**config.mk**
```make
export PLATFORM = sky130hd
export DESIGN_NAME = one_wire_bus_master
export DESIGN_NICKNAME = d
export VERILOG_FILES = /design/src/sv/owm_pkg.sv /design/src/sv/owm_regs.sv /design/src/sv/owm_core.sv /design/src/sv/one_wire_bus_master.sv
export VERILOG_INCLUDE_DIRS = /design/src /design/src/sv
export SDC_FILE = /design/constraint.sdc
export NUM_CORES = 1
export LEC_CHECK = 0
export BUFFER_PORTS_ARGS = -buffer_cell sky130_fd_sc_hd__buf_2
export CAP_MARGIN = 20
export CELL_PAD_IN_SITES_DETAIL_PLACEMENT = 0
export CELL_PAD_IN_SITES_GLOBAL_PLACEMENT = 1
export CORE_MARGIN = 2
export CORE_UTILIZATION = 27
export CTS_CLUSTER_SIZE = 16
export DETAILED_ROUTE_END_ITERATION = 10
export HOLD_SLACK_MARGIN = 0.1
export PLACE_DENSITY = 0.58
export SLEW_MARGIN = 20
export SYNTH_ARGS = -nofsm -noshare
export SYNTH_HDL_FRONTEND = slang
export SYNTH_HIERARCHICAL = 1
export SYNTH_SLANG_ARGS = --single-unit
```
**constraint.sdc**
```tcl
create_clock -name clock -period 5.1 [get_ports clock]
set_input_delay 0.255 -clock clock [delete_from_list [all_inputs] [get_ports clock]]
set_output_delay 0.255 -clock clock [all_outputs]
set_load 0.05 [all_outputs]
```
**src/sv/one_wire_bus_master_defines.svh**
```systemverilog
// ---------------------------------------------------------------------------
// 1-Wire bus master: assertion macros
// Shared concurrent assertion wrappers, clocked on clock.
// ---------------------------------------------------------------------------
`ifndef ONE_WIRE_BUS_MASTER_DEFINES_SVH
`define ONE_WIRE_BUS_MASTER_DEFINES_SVH

// Checked outside reset only.
`define OWM_ASSERT(lbl, prop, msg) \
   lbl: assert property (@(posedge clock) disable iff (reset) prop) else $error(msg);

// Checked at every edge, reset included.
`define OWM_ASSERT_ALWAYS(lbl, prop, msg) \
   lbl: assert property (@(posedge clock) prop) else $error(msg);

`endif

```
**src/sv/owm_pkg.sv**
```systemverilog
// ---------------------------------------------------------------------------
// 1-Wire bus master package
// Widths, command codes, register indexes and shared structs.
// ---------------------------------------------------------------------------
package owm_pkg;

   localparam int unsigned BITS_PER_BYTE = 8;
   localparam int unsigned BIT_IDX_W     = $clog2(BITS_PER_BYTE);
   localparam int unsigned TICK_W        = 10;
   localparam int unsigned NUM_REGS      = 8;
   localparam int unsigned CSR_IDX_W     = $clog2(NUM_REGS);

   localparam logic [BIT_IDX_W-1:0] BIT_LAST = BIT_IDX_W'(BITS_PER_BYTE - 1);

   // command codes
   localparam logic [1:0] MODE_TICK  = 2'd0;
   localparam logic [1:0] MODE_RESET = 2'd1;
   localparam logic [1:0] MODE_WRITE = 2'd2;
   localparam logic [1:0] MODE_READ  = 2'd3;

   // timing register indexes
   localparam logic [CSR_IDX_W-1:0] REG_RESET_LOW    = CSR_IDX_W'(0);
   localparam logic [CSR_IDX_W-1:0] REG_PRESENCE     = CSR_IDX_W'(1);
   localparam logic [CSR_IDX_W-1:0] REG_RESET_RECOV  = CSR_IDX_W'(2);
   localparam logic [CSR_IDX_W-1:0] REG_WRITE_START  = CSR_IDX_W'(3);
   localparam logic [CSR_IDX_W-1:0] REG_WRITE_HOLD   = CSR_IDX_W'(4);
   localparam logic [CSR_IDX_W-1:0] REG_READ_START   = CSR_IDX_W'(5);
   localparam logic [CSR_IDX_W-1:0] REG_READ_SAMPLE  = CSR_IDX_W'(6);
   localparam logic [CSR_IDX_W-1:0] REG_READ_RECOV   = CSR_IDX_W'(7);

   typedef logic [NUM_REGS-1:0][TICK_W-1:0] cfg_type;

   localparam cfg_type CFG_RESET = {
      TICK_W'(50),  TICK_W'(5),  TICK_W'(5),   TICK_W'(50),
      TICK_W'(10),  TICK_W'(500), TICK_W'(75), TICK_W'(500)
   };

   typedef struct packed {
      logic [1:0]                mode;
      logic [BITS_PER_BYTE-1:0]  write_byte;
      logic                      line_level;
   } item_type;

   typedef struct packed {
      logic                      drive_low;
      logic                      busy_res;
      logic                      done_res;
      logic                      presence;
      logic [BITS_PER_BYTE-1:0]  read_data;
   } result_type;

endpackage

```
**src/sv/owm_regs.sv**
```systemverilog
// ---------------------------------------------------------------------------
// 1-Wire bus master timing registers
// Eight 10-bit slot timing registers, loaded with defaults at reset.
// ---------------------------------------------------------------------------
module owm_regs (
   input  logic                            clock,
   input  logic                            reset,
   input  logic                            wr_en,
   input  logic [owm_pkg::CSR_IDX_W-1:0]   wr_index,
   input  logic [owm_pkg::TICK_W-1:0]      wr_data,
   output owm_pkg::cfg_type                cfg
);
   import owm_pkg::*;

   cfg_type cfg_ff;

   always_ff @(posedge clock) begin
      if (reset) begin
         cfg_ff <= CFG_RESET;
      end else if (wr_en) begin
         cfg_ff[wr_index] <= wr_data;
      end
   end

   assign cfg = cfg_ff;

endmodule

```
**src/sv/owm_core.sv**
```systemverilog
// ---------------------------------------------------------------------------
// 1-Wire bus master sequencer
// Phase, tick and bit state; one tick processed per step.
// ---------------------------------------------------------------------------
`include "one_wire_bus_master_defines.svh"

module owm_core (
   input  logic                 clock,
   input  logic                 reset,
   input  logic                 step,
   input  owm_pkg::item_type    item,
   input  owm_pkg::cfg_type     cfg,
   output owm_pkg::result_type  result
);
   import owm_pkg::*;

   typedef enum logic [3:0] {
      PH_IDLE,
      PH_RST_LOW,
      PH_RST_WAIT,
      PH_RST_RECOV,
      PH_WR_START,
      PH_WR_HOLD,
      PH_RD_START,
      PH_RD_WAIT,
      PH_RD_RECOV
   } phase_type;

   phase_type                 phase_ff, phase_in, ph;
   logic [TICK_W-1:0]         tick_count_ff, tick_count_in, tick;
   logic [BIT_IDX_W-1:0]      bit_index_ff, bit_index_in, bidx;
   logic [BITS_PER_BYTE-1:0]  shift_byte_ff, shift_byte_in, shift;
   logic                      presence_ff, presence_in;
   logic [BITS_PER_BYTE-1:0]  last_read_ff, last_read_in;
   logic [TICK_W-1:0]         len;
   logic                      last_tick, last_bit;
   logic                      drive, busy, done;

   function automatic logic [TICK_W-1:0] phase_len(phase_type p, cfg_type c);
      logic [TICK_W-1:0] v;
      case (p)
         PH_RST_LOW:   v = c[REG_RESET_LOW];
         PH_RST_WAIT:  v = c[REG_PRESENCE];
         PH_RST_RECOV: v = c[REG_RESET_RECOV];
         PH_WR_START:  v = c[REG_WRITE_START];
         PH_WR_HOLD:   v = c[REG_WRITE_HOLD];
         PH_RD_START:  v = c[REG_READ_START];
         PH_RD_WAIT:   v = c[REG_READ_SAMPLE];
         default:      v = c[REG_READ_RECOV];
      endcase
      return v;
   endfunction

   always_comb begin
      ph    = phase_ff;
      tick  = tick_count_ff;
      bidx  = bit_index_ff;
      shift = shift_byte_ff;
      // a command is taken only from idle; its tick is the first of the op
      if (phase_ff == PH_IDLE && item.mode != MODE_TICK) begin
         tick = '0;
         bidx = '0;
         case (item.mode)
            MODE_RESET: ph = PH_RST_LOW;
            MODE_WRITE: begin
               shift = item.write_byte;
               ph    = PH_WR_START;
            end
            default: begin
               shift = '0;
               ph    = PH_RD_START;
            end
         endcase
      end

      len       = phase_len(ph, cfg);
      // zero length behaves as one tick
      last_tick = ({1'b0, tick} + (TICK_W + 1)'(1)) >= {1'b0, len};
      last_bit  = (bidx == BIT_LAST);

      phase_in      = ph;
      tick_count_in = tick;
      bit_index_in  = bidx;
      shift_byte_in = shift;
      presence_in   = presence_ff;
      last_read_in  = last_read_ff;
      drive         = 1'b0;
      busy          = 1'b0;
      done          = 1'b0;

      if (ph != PH_IDLE) begin
         busy = 1'b1;
         case (ph)
            PH_RST_LOW, PH_WR_START, PH_RD_START: drive = 1'b1;
            PH_WR_HOLD:                           drive = ~shift[bidx];
            default:                              drive = 1'b0;
         endcase
         if (!last_tick) begin
            tick_count_in = tick + TICK_W'(1);
         end else begin
            tick_count_in = '0;
            case (ph)
               PH_RST_LOW:  phase_in = PH_RST_WAIT;
               PH_RST_WAIT: begin
                  presence_in = ~item.line_level;
                  phase_in    = PH_RST_RECOV;
               end
               PH_RST_RECOV: begin
                  done     = 1'b1;
                  phase_in = PH_IDLE;
               end
               PH_WR_START: phase_in = PH_WR_HOLD;
               PH_WR_HOLD: begin
                  if (last_bit) begin
                     done     = 1'b1;
                     phase_in = PH_IDLE;
                  end else begin
                     bit_index_in = bidx + BIT_IDX_W'(1);
                     phase_in     = PH_WR_START;
                  end
               end
               PH_RD_START: phase_in = PH_RD_WAIT;
               PH_RD_WAIT: begin
                  if (item.line_level) begin
                     shift_byte_in[bidx] = 1'b1;
                  end
                  phase_in = PH_RD_RECOV;
               end
               default: begin
                  if (last_bit) begin
                     last_read_in = shift;
                     done         = 1'b1;
                     phase_in     = PH_IDLE;
                  end else begin
                     bit_index_in = bidx + BIT_IDX_W'(1);
                     phase_in     = PH_RD_START;
                  end
               end
            endcase
         end
      end

      result.drive_low = drive;
      result.busy_res  = busy;
      result.done_res  = done;
      result.presence  = presence_in;
      result.read_data = last_read_in;
   end

   always_ff @(posedge clock) begin
      if (reset) begin
         phase_ff      <= PH_IDLE;
         tick_count_ff <= '0;
         bit_index_ff  <= '0;
         shift_byte_ff <= '0;
         presence_ff   <= 1'b0;
         last_read_ff  <= '0;
      end else if (step) begin
         phase_ff      <= phase_in;
         tick_count_ff <= tick_count_in;
         bit_index_ff  <= bit_index_in;
         shift_byte_ff <= shift_byte_in;
         presence_ff   <= presence_in;
         last_read_ff  <= last_read_in;
      end
   end

   `OWM_ASSERT(a_done_to_idle, step && result.done_res |=> phase_ff == PH_IDLE, "done without idle")
   `OWM_ASSERT(a_cmd_starts, step && phase_ff == PH_IDLE && item.mode != MODE_TICK |=> phase_ff != PH_IDLE, "command not started")
   `OWM_ASSERT(a_hold_state, !step |=> $stable(phase_ff) && $stable(bit_index_ff) && $stable(tick_count_ff), "state moved without a step")
   `OWM_ASSERT_ALWAYS(a_idle_quiet, phase_ff == PH_IDLE && item.mode == MODE_TICK |-> !result.busy_res && !result.drive_low, "idle tick drives bus")

endmodule

```
**src/sv/one_wire_bus_master.sv**
```systemverilog
// ---------------------------------------------------------------------------
// 1-Wire bus master
// Tick-driven reset, write-byte and read-byte sequencer with timing CSRs.
// ---------------------------------------------------------------------------
// Each req beat is one bus tick (normally 1 us) carrying an optional command
// and the sampled line level; each tick yields exactly one rsp beat with the
// drive level for that tick plus busy, done, presence and last read byte.
// The block takes one beat per clock while rsp_ready does not stall it: a
// request lands in an input register, the sequencer works it out in one
// pass and the result sits in an output register, so throughput is one tick
// per cycle; rsp_valid rises when that register loads, held back only while
// rsp_ready holds it full. Commands arriving while busy, including on
// the finishing tick, are dropped. Slot timings are set through the csr_
// port (index 0..7, 10-bit tick counts, a count of zero acts as one) and
// should only be changed while the bus is idle and no beats are in flight.
// ---------------------------------------------------------------------------
module one_wire_bus_master (
   input  logic                                 clock,
   input  logic                                 reset,
   // request channel
   input  logic                                 req_valid,
   output logic                                 req_ready,
   input  logic [1:0]                           req_mode,
   input  logic [owm_pkg::BITS_PER_BYTE-1:0]    req_write_byte,
   input  logic                                 req_line_level,
   // response channel
   output logic                                 rsp_valid,
   input  logic                                 rsp_ready,
   output logic                                 rsp_drive_low,
   output logic                                 rsp_busy_res,
   output logic                                 rsp_done_res,
   output logic                                 rsp_presence,
   output logic [owm_pkg::BITS_PER_BYTE-1:0]    rsp_read_data,
   // timing register write
   input  logic                                 csr_valid,
   output logic                                 csr_ready,
   input  logic [owm_pkg::CSR_IDX_W-1:0]        csr_index,
   input  logic [owm_pkg::TICK_W-1:0]           csr_wdata
);
   import owm_pkg::*;

   cfg_type     cfg;
   item_type    item_ff;
   logic        in_valid_ff;
   result_type  result;
   result_type  result_ff;
   logic        rsp_valid_ff;
   logic        advance;
   logic        step;

   // output slot free or being drained this cycle
   assign advance   = !rsp_valid_ff || rsp_ready;
   assign step      = in_valid_ff && advance;
   assign req_ready = !in_valid_ff || advance;
   assign csr_ready = 1'b1;

   owm_regs u_regs (
      .clock    (clock),
      .reset    (reset),
      .wr_en    (csr_valid),
      .wr_index (csr_index),
      .wr_data  (csr_wdata),
      .cfg      (cfg)
   );

   owm_core u_core (
      .clock  (clock),
      .reset  (reset),
      .step   (step),
      .item   (item_ff),
      .cfg    (cfg),
      .result (result)
   );

   // handshake control
   always_ff @(posedge clock) begin
      if (reset) begin
         in_valid_ff  <= 1'b0;
         rsp_valid_ff <= 1'b0;
      end else begin
         if (req_ready) begin
            in_valid_ff <= req_valid;
         end
         if (advance) begin
            rsp_valid_ff <= in_valid_ff;
         end
      end
   end

   // payload registers
   always_ff @(posedge clock) begin
      if (req_valid && req_ready) begin
         item_ff.mode       <= req_mode;
         item_ff.write_byte <= req_write_byte;
         item_ff.line_level <= req_line_level;
      end
      if (step) begin
         result_ff <= result;
      end
   end

   assign rsp_valid     = rsp_valid_ff;
   assign rsp_drive_low = result_ff.drive_low;
   assign rsp_busy_res  = result_ff.busy_res;
   assign rsp_done_res  = result_ff.done_res;
   assign rsp_presence  = result_ff.presence;
   assign rsp_read_data = result_ff.read_data;

endmodule
```
Yosys cells after proc, flatten, opt, wreduce, memory -nomap -nowiden:

Index checks and enable logic that the tools add are counted.

* $add $sub $neg: 3
* reduce and logical (&&, ||, !) cells: 17
* magnitude comparators: 5
* eq/ne operators: 10
* bitwise logic cells: 3
* multiplexer cells: 40

Operator list (number)
* $bwmux W80: 1
* $mux W8: 9
* $pmux W10 S7: 1
* $mux W10: 4
* $demux W10 S3: 1
* $pmux W4 S7: 1
* $mux W3: 7
* $eq A4 B3 Y1 const B: 4
* $pmux W8 S2: 1
* $mux W4: 3
* $add A10 B1 Y11 const B: 1
* $ge A11 B10 Y1: 1
* $add A10 B1 Y10 const B: 1
* $eq A4 B2 Y1 const B: 2
* $lt A3 B4 Y1 const B: 2
* $or A8 B8 Y8: 1
* $mux W1: 7
* $reduce_or A7 Y1: 1
* $ge A3 B1 Y1 const B: 2
* $pmux W3 S2: 1
* $reduce_or A6 Y1: 1
* $logic_and A1 B1 Y1: 5
* $reduce_or A5 Y1: 1
* $eq A4 B1 Y1 const B: 1
* other kinds (15): 19

* input bits: 29
* output and inout bits: 15
* logic and storage cells: 102
* bits in registers: 139

Depth between registers and ports, before layout:

Gate-level depths: netlist of the first run.

* word-level depth: 12
* gate-level depth with buffers: 20
* gate-level depth less buffers: 16

Cells and area by module:

Netlist of the first run, hierarchy kept.

By module, submodules not included
* owm_regs: sequential area each 1601.5 sq um, cells an instance 292, times used 1, area each 3130.5 sq um
* owm_core: sequential area each 680.7 sq um, cells an instance 403, times used 1, area each 3104.2 sq um
* one_wire_bus_master: sequential area each 730.7 sq um, cells an instance 35, times used 1, area each 805.8 sq um

Least setup slack after synthesis of the first run:

OpenSTA, ideal clock, no wires.

* path kind: register to register
* start: reg item_ff[9] (netlist name)
* end: reg result_ff (netlist bit rsp_presence), data pin
* required time: 4849 ps
* arrival time: 3753 ps
* library setup time: 251 ps
* period minus slack after synthesis: 4004 ps
* stages on the path, launching flop included: 21
* setup slack: 1096 ps
* cell sequence: edfxtp_1 > inv_1 > ha_1 > nor3_4 > nand2_1 > clkbuf_1 > and2_1 > ha_1 > o2111ai_4 > or3_1 > a21oi_1 > ha_1 > and4_1 > o21ai_0 > o211ai_1 > a211o_1 > buf_6 > buf_2 > a21oi_1 > a41oi_1 > buf_4

* longest elaborated chain between the ends: 8
* elaborated cells on any way between the ends: 21
* classes of those cells: add/sub (1); order compare (1); eq/ne (9); mux (7); reduce/logical (3)

RTL lines
* from (decl): RTL line one_wire_bus_master.sv:43 `item_type item_ff;`
* $eq A2 B2 Y1 (tied with other cells): RTL line owm_core.sv:63 `case (item.mode)`
* $pmux W3 S2 or $logic_and A1 B1 Y1 (tied branches): RTL line owm_core.sv:63, owm_core.sv:60
* $mux W4: RTL line owm_core.sv:60 `if (phase_ff == PH_IDLE && item.mode != MODE_TICK) begin`
* $eq A4 B3 Y1 (tied with other cells): RTL line owm_core.sv:41 `case (p)`
* $pmux W10 S7: RTL line owm_core.sv:41
* $ge A11 B10 Y1: RTL line owm_core.sv:78 `last_tick = ({1'b0, tick} + (TICK_W + 1)'(1)) >= {1'b0, len};`
* $mux W1: RTL line owm_core.sv:98 `if (!last_tick) begin`
* $mux W1 *: RTL line owm_core.sv:91 `if (ph != PH_IDLE) begin`
* via u_core.presence_in: RTL line owm_core.sv:33 `logic presence_ff, presence_in;`
* to (signal assigned): RTL line one_wire_bus_master.sv:98 `result_ff <= result;`
* to (decl): RTL line one_wire_bus_master.sv:46 `result_type result_ff;`

Mark *: on every way through the listed nets, which the timed path passes. The rest lies on a longest branch.
A chain may end at the register's enable or synchronous reset.

Worst setup path after layout of the first run:

* start: reg item_ff[9] (netlist name)
* end: reg u_core.phase_ff[2]

* longest elaborated chain between the ends: 8
* elaborated cells on any way between the ends: 25
* classes of those cells: add/sub (1); order compare (1); eq/ne (10); mux (10); reduce/logical (3)

RTL lines
* $eq A2 B2 Y1 (tied with other cells): RTL line owm_core.sv:63
* $pmux W3 S2 or $logic_and A1 B1 Y1 (tied branches): RTL line owm_core.sv:63, owm_core.sv:60
* $mux W4 or $mux W3 (tied branches): RTL line owm_core.sv:60
* $eq A4 B3 Y1 (tied with other cells): RTL line owm_core.sv:41, owm_core.sv:102
* $pmux W10 S7 (tied with other cells): RTL line owm_core.sv:41
* $ge A11 B10 Y1 or $pmux W4 S7 (tied branches): RTL line owm_core.sv:78, owm_core.sv:102
* $mux W4: RTL line owm_core.sv:98
* $mux W4 *: RTL line owm_core.sv:91
* to (signal assigned): RTL line owm_core.sv:159 `phase_ff <= phase_in;`
* to (decl): RTL line owm_core.sv:29 `phase_type phase_ff, phase_in, ph;`

Every way passes the cells marked *; elsewhere a longest branch is shown, timed or not.

==> results of run 1 <==
==> cells by family after synthesis <==
family,Yosys count
and+or+nand+nor,253
AOI/OAI and AO/OA,153
DFF,139
muxes,95
buffers and inverters,67
adders and majority gates,15
xor gates and xnor gates,7
other,1
==> worst paths after layout <==
path                                     endpoint  cells after the start
setup / recovery  u_core/phase_ff[2]$_SDFFE_PP0P_                     18
hold reg to reg       u_regs/cfg[20]$_SDFFE_PP0P_                      2
hold / removal        u_regs/cfg[28]$_SDFFE_PP1P_                      3
setup reg to reg  u_core/phase_ff[2]$_SDFFE_PP0P_                     18
==> power groups by stage <==
stage / Sequential [µW] / Clock (µW) / Combinational, µW
after global routing: 1170 / 1310 / 527
after detailed placement: 1190 / 0 / 475
after global placement: 1190 / 0 / 474
after CTS: 1170 / 1270 / 484
after floorplan: 1200 / 0 / 316
final: 1170 / 1230 / 483
==> cells in the mapped netlist, types with 3 or more instances <==
| library cell | n |
|---|---|
| sky130_fd_sc_hd__buf_4 | 8 |
| sky130_fd_sc_hd__o2bb2ai_1 | 3 |
| sky130_fd_sc_hd__a311oi_1 | 5 |
| sky130_fd_sc_hd__a21o_1 | 4 |
| sky130_fd_sc_hd__ha_1 | 15 |
| sky130_fd_sc_hd__a31oi_1 | 13 |
| sky130_fd_sc_hd__inv_1 | 10 |
| sky130_fd_sc_hd__a31o_2 | 4 |
| sky130_fd_sc_hd__or3_1 | 3 |
| sky130_fd_sc_hd__a21oi_1 | 43 |
| sky130_fd_sc_hd__a211oi_1 | 14 |
| sky130_fd_sc_hd__nand4_1 | 4 |
| sky130_fd_sc_hd__nor4_1 | 3 |
| sky130_fd_sc_hd__edfxtp_1 | 23 |
| sky130_fd_sc_hd__a211o_1 | 5 |
| sky130_fd_sc_hd__nor3_1 | 5 |
| sky130_fd_sc_hd__nand4b_1 | 3 |
| sky130_fd_sc_hd__a222oi_1 | 8 |
| sky130_fd_sc_hd__xor2_1 | 4 |
| sky130_fd_sc_hd__nand2_1 | 46 |
| sky130_fd_sc_hd__buf_6 | 5 |
| sky130_fd_sc_hd__o21ai_0 | 15 |
| sky130_fd_sc_hd__a22oi_1 | 20 |
| sky130_fd_sc_hd__clkbuf_1 | 29 |
| sky130_fd_sc_hd__nor2_1 | 69 |
| sky130_fd_sc_hd__buf_2 | 12 |
| sky130_fd_sc_hd__mux2i_1 | 90 |
| sky130_fd_sc_hd__dfxtp_1 | 116 |
| sky130_fd_sc_hd__nand2b_1 | 65 |
| sky130_fd_sc_hd__xnor2_1 | 3 |
| sky130_fd_sc_hd__nand3_1 | 25 |
| sky130_fd_sc_hd__and4_1 | 4 |
==> registers in the layout, summed over array words and instances, names as in the netlist <==
register	count
u_core/shift_byte_ff	8
rsp_busy_res	1
u_core/bit_index_ff	3
u_core/presence_ff	1
rsp_drive_low	1
rsp_valid	1
item_ff	11
rsp_done_res	1
rsp_read_data	8
in_valid_ff	1
u_core/tick_count_ff	10
u_regs/cfg	80
u_core/phase_ff	4
rsp_presence	1
u_core/last_read_ff	8
==> worst register-to-register path: cells and delay by family, from the launching register on <==
kind | cells | cell delay, ps
muxes | 1 | 310
AOI/OAI and AO/OA | 8 | 2160
adders and majority gates | 2 | 560
and+or+nand+nor | 3 | 330
buffers and inverters | 4 | 630
DFF | 1 | 390
==> metrics by stage <==
stage          total power, µW  cells
6_report                  2880   1118
5_1_grt                   3010   1118
4_1_cts                   2920   1118
3_5_place_dp              1670   1073
2_1_floorplan             1520    730
3_3_place_gp              1670   1073
==> metal layers <==
metal	track usage	vias up
li1	-	2738
met1	0.209	2668
met2	0.244	92
met3	0.0282	14
met4	0.0447	0
met5	0	-
==> final cells by class <==
type	count	area, µm²	share of cell area
clock buffers	17	425	0.0513
inverters	10	37.5	0.00452
well taps	335	419	0.0505
multi-input cells	524	3720	0.448
flip-flops and latches	139	3010	0.363
repair buffers	78	528	0.0636
clock inverters	15	153	0.0184
==> impl_metrics.tcl, run 1 <==
set metrics [dict create \
    status "completed" \
    fin_tns_setup_ps 0 \
    cts_made_buffers 17 \
    fin_worst_skew_ps 12.3 \
    critical_path_arrival_ps 4810 \
    timing.critical_path.to_type "flip-flop" \
    yosys_register_bits 139 \
    vdd_ir_drop_max_mv 0.229 \
    post_synth_and_or_nand_nor_area_fraction 0.196 \
    cellLeakagePower_uw 0.00335 \
    muxShareOfSynthArea 0.140 \
    hpwlAfterDp_um 13400 \
    crit_fanout 28 \
    share_seq_of_total_power 0.405 \
    finalWeightedCongestion 0.777 \
    achievable-frequency_mhz 224 \
    n_antenna_cell 0 \
    register_area_share_after_synthesis 0.428 \
    die_area_um2 27400 \
    regToRegStartpoint "item_ff[9]$_DFFE_PP_" \
    min-delay-path-class "in2reg" \
    area_fraction_in_compound_gates_after_synthesis 0.153 \
    maxSlewViolCount 0 \
    crit_required_ps 5450 \
    synth_async_sr_flop_share 0 \
    timing_hold_violations_final 0 \
    cts_max_level 4 \
    final_core_density 0.321 \
    synth_top_area_share 0.330 \
    yosys-top-cells-area "sky130_fd_sc_hd__dfxtp_1 33%, sky130_fd_sc_hd__mux2i_1 13%, sky130_fd_sc_hd__edfxtp_1 9.8%" \
    timing.hold.ws_ps 120 \
    vias_per_cell 4.93 \
    worstMarginPinSlew_ps 1050 \
    power_switching_share 0.301 \
    r2r_slack_ps 640 \
    routed-via-count 5512 \
    power.share.combinational 0.168 \
    worstSetupStartpointType "flip-flop" \
    most-common-layout-cells "116 x sky130_fd_sc_hd__dfxtp_1, 90 x sky130_fd_sc_hd__mux2i_1, 69 x sky130_fd_sc_hd__nor2_1" \
    global_route_wire_length_before_repair_um 31700 \
    core.rowCount 59 \
    path_cells "inv_1, ha_1, nor3_4, a21oi_1, nor4_2, buf_4, a222oi_1, nand2_1, a21oi_1, ha_1, a211o_1, o211ai_1, o211ai_1, buf_4, a211o_1, buf_12, mux2_4, a211oi_2" \
    yosysUniqueCellTypes 72 \
    ctsLongestPathBuffers 2 \
    post_synth_instance_area_um2 7040 \
    final.period_utilization 0.874 \
    critical_path_class "reg2reg" \
    master_cell_of_the_clock_root_buffer "sky130_fd_sc_hd__clkbuf_16" \
    max_cap_violations 0 \
    drive_gt1_frac 0.163 \
    coreArea_um2 25800 \
    post_synthesis_share_of_cell_area_spent_on_xor_and_xnor_gates 0.00871 \
    synthesis.nets 774 \
    drt_first_iter_violations 424 \
    cts_hold_buf 13 \
    globalRoute.totalOverflow 0 \
    post_cts.resized_instances 0 \
    worstPathBufferInverterCount 4 \
    insertion_delay_ps 430 \
    power.clock.fraction 0.427 \
    ratio_of_total_power_to_cell_area_nw_per_um2 348 \
    io-pin-count 44 \
    layout.cells.most_common "sky130_fd_sc_hd__dfxtp_1" \
    slowest_delay_ps 660 \
    detail_route.drc_violations 0 \
    synthesis.instances 730 \
    place.port_buffers 42 \
    grt_setup_unrepaired "false" \
    cell_internal_pwr_uw 2020 \
    placement.setup.worst_slack_ps 667 \
    routed_wire_length_on_met3_um 665 \
    p_switching_uw 867 \
    post_cts.repair.setup_buffers 0 \
    finalWirelength_um 19800 \
    grt_pass1_vias 5457 \
    fin_crit_ps 4460 \
    crit_slowest_cell "sky130_fd_sc_hd__a21oi_1" \
    startpoint "item_ff[9]$_DFFE_PP_" \
    grt_start_max_net_pins 101 \
    post_dp_cell_area_um2 7590 \
    number_of_flops_mapped_to_enable_cells_by_yosys 23 \
    initial_utilization 0.272 \
    postSynth.topFlopCell "sky130_fd_sc_hd__dfxtp_1" \
    hold_path_startpoint "csr_wdata[8]" \
    chipWidth_um 165 \
    clkTransAtPathRegs_ps 70 \
    post_synth_fa_ha_maj_area_fraction 0.0267 \
    grt_antenna_before_repair 0 \
    slew_headroom 0.297 \
    synthesized_area_per_cell_um2 9.64 \
    fillerInstances 2696 \
    detail-route-antenna-nets 0 \
    tritoncts "yes" \
    detailroute.wirelength.met2_um 9240 \
    final_cell_area_um2 8300 \
    track_usage 0.152 \
    layout-area-overhead-vs-synth_pct 17.8 \
    design.final.nets 814 \
    synth_largest_area_cell "sky130_fd_sc_hd__dfxtp_1" \
    drt_pass_1_iters 5 \
    synth-warning-count 6 \
    cpLargestDelayFamily "compound AO/OA/AOI/OAI gates" \
    setup_viol 0 \
    final.setup.worst_slack_ps 642 \
    wire_per_inst_um 17.7 \
    synth_top_family_by_area "simple AND/OR/NAND/NOR gates" \
    wirelength_met1_um 9750 \
    top_signal_layer_used "met4" \
    floorplan.die.height_um 165 \
    cts_sinks 139 \
]
Power figures use the tool's default switching activity.
==> inputs of run 2 (changes only) <==
--- a/config.mk
+++ b/config.mk
@@ -10,7 +10,6 @@
 export CAP_MARGIN = 20
 export CELL_PAD_IN_SITES_DETAIL_PLACEMENT = 0
 export CELL_PAD_IN_SITES_GLOBAL_PLACEMENT = 1
-export CORE_MARGIN = 2
 export CORE_UTILIZATION = 27
 export CTS_CLUSTER_SIZE = 16
 export DETAILED_ROUTE_END_ITERATION = 10
==> run 2 against run 1 <==
Net effect:
- routed wire length down 2.5%
- maximum frequency decreased by 5.3%
- clock skew down 0.84 ps
- sequential cell count stayed put
- sequential power hardly changed
- die area is 2.4% lower
- register-to-register slack got worse by 250 ps
- hold slack worse by 3.5 ps
- global-route usage rose by 0.17 points
- core utilization rose by 0.66 points
- critical path type unchanged
- critical endpoint is now rsp_read_data[6]$_DFFE_PP_
- largest cell class unchanged
==> impl_metrics.tcl, run 2 (same netlist as run 1, synthesis figures left out) <==
set metrics [dict create \
    startpoint "item_ff[9]$_DFFE_PP_" \
    track_usage 0.154 \
    fillerInstances 2616 \
    largest_register_ffs 80 \
    detail_route.drc_violations 0 \
    fin_cells 1109 \
    rr_endpoint "rsp_read_data[6]$_DFFE_PP_" \
    n_antenna_cell 0 \
    layout-area-overhead-vs-synth_pct 18.2 \
    cts_max_level 4 \
    core.rowCount 58 \
    globalRoute.totalOverflow 0 \
    regToRegStartpoint "item_ff[9]$_DFFE_PP_" \
    drt_pass_1_iters 5 \
    ctsLongestPathBuffers 2 \
    status "completed" \
    critical_path_class "reg2reg" \
    worstSetupStartpointType "flip-flop" \
    grt_antenna_before_repair 0 \
    timing.critical_path.to_type "flip-flop" \
    vdd_ir_drop_max_mv 0.164 \
    post_cts.repair.setup_buffers 0 \
    initial_utilization 0.277 \
    insertion_delay_ps 430 \
    fin_tns_setup_ps 0 \
    cellLeakagePower_uw 0.00337 \
    crit_fanout 17 \
    timing_hold_violations_final 0 \
    cts_made_buffers 17 \
    io-pin-count 44 \
    most-common-layout-cells "116 x sky130_fd_sc_hd__dfxtp_1, 90 x sky130_fd_sc_hd__mux2i_1, 69 x sky130_fd_sc_hd__nor2_1" \
    slew_headroom 0.271 \
    global_route_wire_length_before_repair_um 31200 \
    design.final.nets 810 \
    finalWirelength_um 19300 \
    maxSlewViolCount 0 \
    final.period_utilization 0.923 \
    post_cts.resized_instances 0 \
    crit_required_ps 5240 \
    clkTransAtPathRegs_ps 70 \
    drt_first_iter_violations 357 \
    setup_viol 0 \
    tritoncts "yes" \
    place.port_buffers 42 \
    grt_setup_unrepaired "false" \
    grt_pass1_vias 5429 \
    max_cap_violations 0 \
    timing.critical_path.to "rsp_read_data[6]$_DFFE_PP_" \
    drive_gt1_frac 0.160 \
    timing.hold.ws_ps 117 \
    fin_worst_skew_ps 11.4 \
    place_inst 1064 \
    worst-r2r-cell-count 18 \
    fin_crit_ps 4710 \
    ratio_of_total_power_to_cell_area_nw_per_um2 360 \
    grt_start_max_net_pins 66 \
    vias_per_cell 4.99 \
    master_cell_of_the_clock_root_buffer "sky130_fd_sc_hd__clkbuf_16" \
    wire_per_inst_um 17.4 \
    finalWeightedCongestion 0.745 \
    coreArea_um2 25400 \
    layout.cells.most_common "sky130_fd_sc_hd__dfxtp_1" \
    hold_depth 3 \
    achievable-frequency_mhz 212 \
    total_power_after_layout_uw 3000 \
    min-delay-path-class "in2reg" \
    floorplan.die.height_um 163 \
    r2r_slack_ps 390 \
    critical_path_arrival_ps 4850 \
    hold_path_startpoint "csr_wdata[7]" \
    cts_sinks 139 \
    detail-route-antenna-nets 0 \
    routed-via-count 5529 \
    worstMarginPinSlew_ps 1090 \
    die_area_um2 26700 \
    hpwlAfterDp_um 13300 \
    chipWidth_um 163 \
]
run 2: changes by cell type in the layout (fill, tap and decap cells not counted), sizes merged:
cell	previous run	this run
clkbuf	17	18
clkinvlp	3	2
buf	65	62
dlygate4sd3	13	12
clkinv	2	0
bufinv	1	3
run 2: timing repair:
item | in CTS | in global routing
endpoints found under the setup margin | 0 | 0
hold buffers | 12 | 0
hold endpoints to repair | 12 | 0
run 2: worst min path at each step:
stage,endpoint,slack (ps)
floorplan,in_valid_ff$_SDFFE_PP0P_,320
global placement,item_ff[8]$_DFFE_PP_,440
detailed placement,item_ff[0]$_DFFE_PP_,440
CTS,u_regs/cfg[33]$_SDFFE_PP1P_,100
global route,u_regs/cfg[8]$_SDFFE_PP1P_,120
finish,u_regs/cfg[7]$_SDFFE_PP1P_,120
run 2: layout make-up:
type | count | area [µm²] | area share
repair buffers | 74 | 487 | 0.0585
flip-flops and latches | 139 | 3010 | 0.362
clock buffers | 18 | 450 | 0.0541
well taps | 330 | 413 | 0.0496
multi-input cells | 524 | 3730 | 0.448
clock inverters | 14 | 194 | 0.0233
inverters | 10 | 37.5 | 0.00451
run 2: metrics by stage:
stage	cell area (µm²)	worst slack [ps]	util
after global placement	7540	448	0.297
after CTS	8300	336	0.327
final	8320	391	0.328
after global routing	8320	83.4	0.328
after detailed placement	7540	347	0.297
after floorplan	7040	1100	-
run 2: report_power, final:
group / internal, µW / leakage, µW / total, µW / switching (µW)
Sequential: 1150 / 0.00116 / 1170 / 18.8
Combinational: 169 / 0.00189 / 475 / 305
Clock: 820 / 0.000311 / 1360 / 538
run 2: worst max-delay path, stage by stage, from the launching register on:
cell and delay (ps):
sky130_fd_sc_hd__edfxtp_1 390, sky130_fd_sc_hd__inv_1 90, sky130_fd_sc_hd__ha_1 270, sky130_fd_sc_hd__nor3_4 90
sky130_fd_sc_hd__a31oi_2 640, sky130_fd_sc_hd__buf_4 300, sky130_fd_sc_hd__nor4_1 60, sky130_fd_sc_hd__buf_4 190
sky130_fd_sc_hd__a22oi_1 160, sky130_fd_sc_hd__nand2_1 70, sky130_fd_sc_hd__a21oi_1 220, sky130_fd_sc_hd__ha_1 290
sky130_fd_sc_hd__a211o_1 260, sky130_fd_sc_hd__o211ai_1 100, sky130_fd_sc_hd__o211ai_1 200, sky130_fd_sc_hd__a211o_1 560
sky130_fd_sc_hd__buf_4 290, sky130_fd_sc_hd__a21oi_1 140, sky130_fd_sc_hd__a21oi_1 70
run 2: layer usage:
metal / GRT usage / up-vias / wire length (µm)
li1: - / 2730 / -
met1: 0.218 / 2669 / 9630
met2: 0.233 / 111 / 8670
met3: 0.0289 / 19 / 708
met4: 0.0509 / 0 / 312
met5: 0 / - / 0
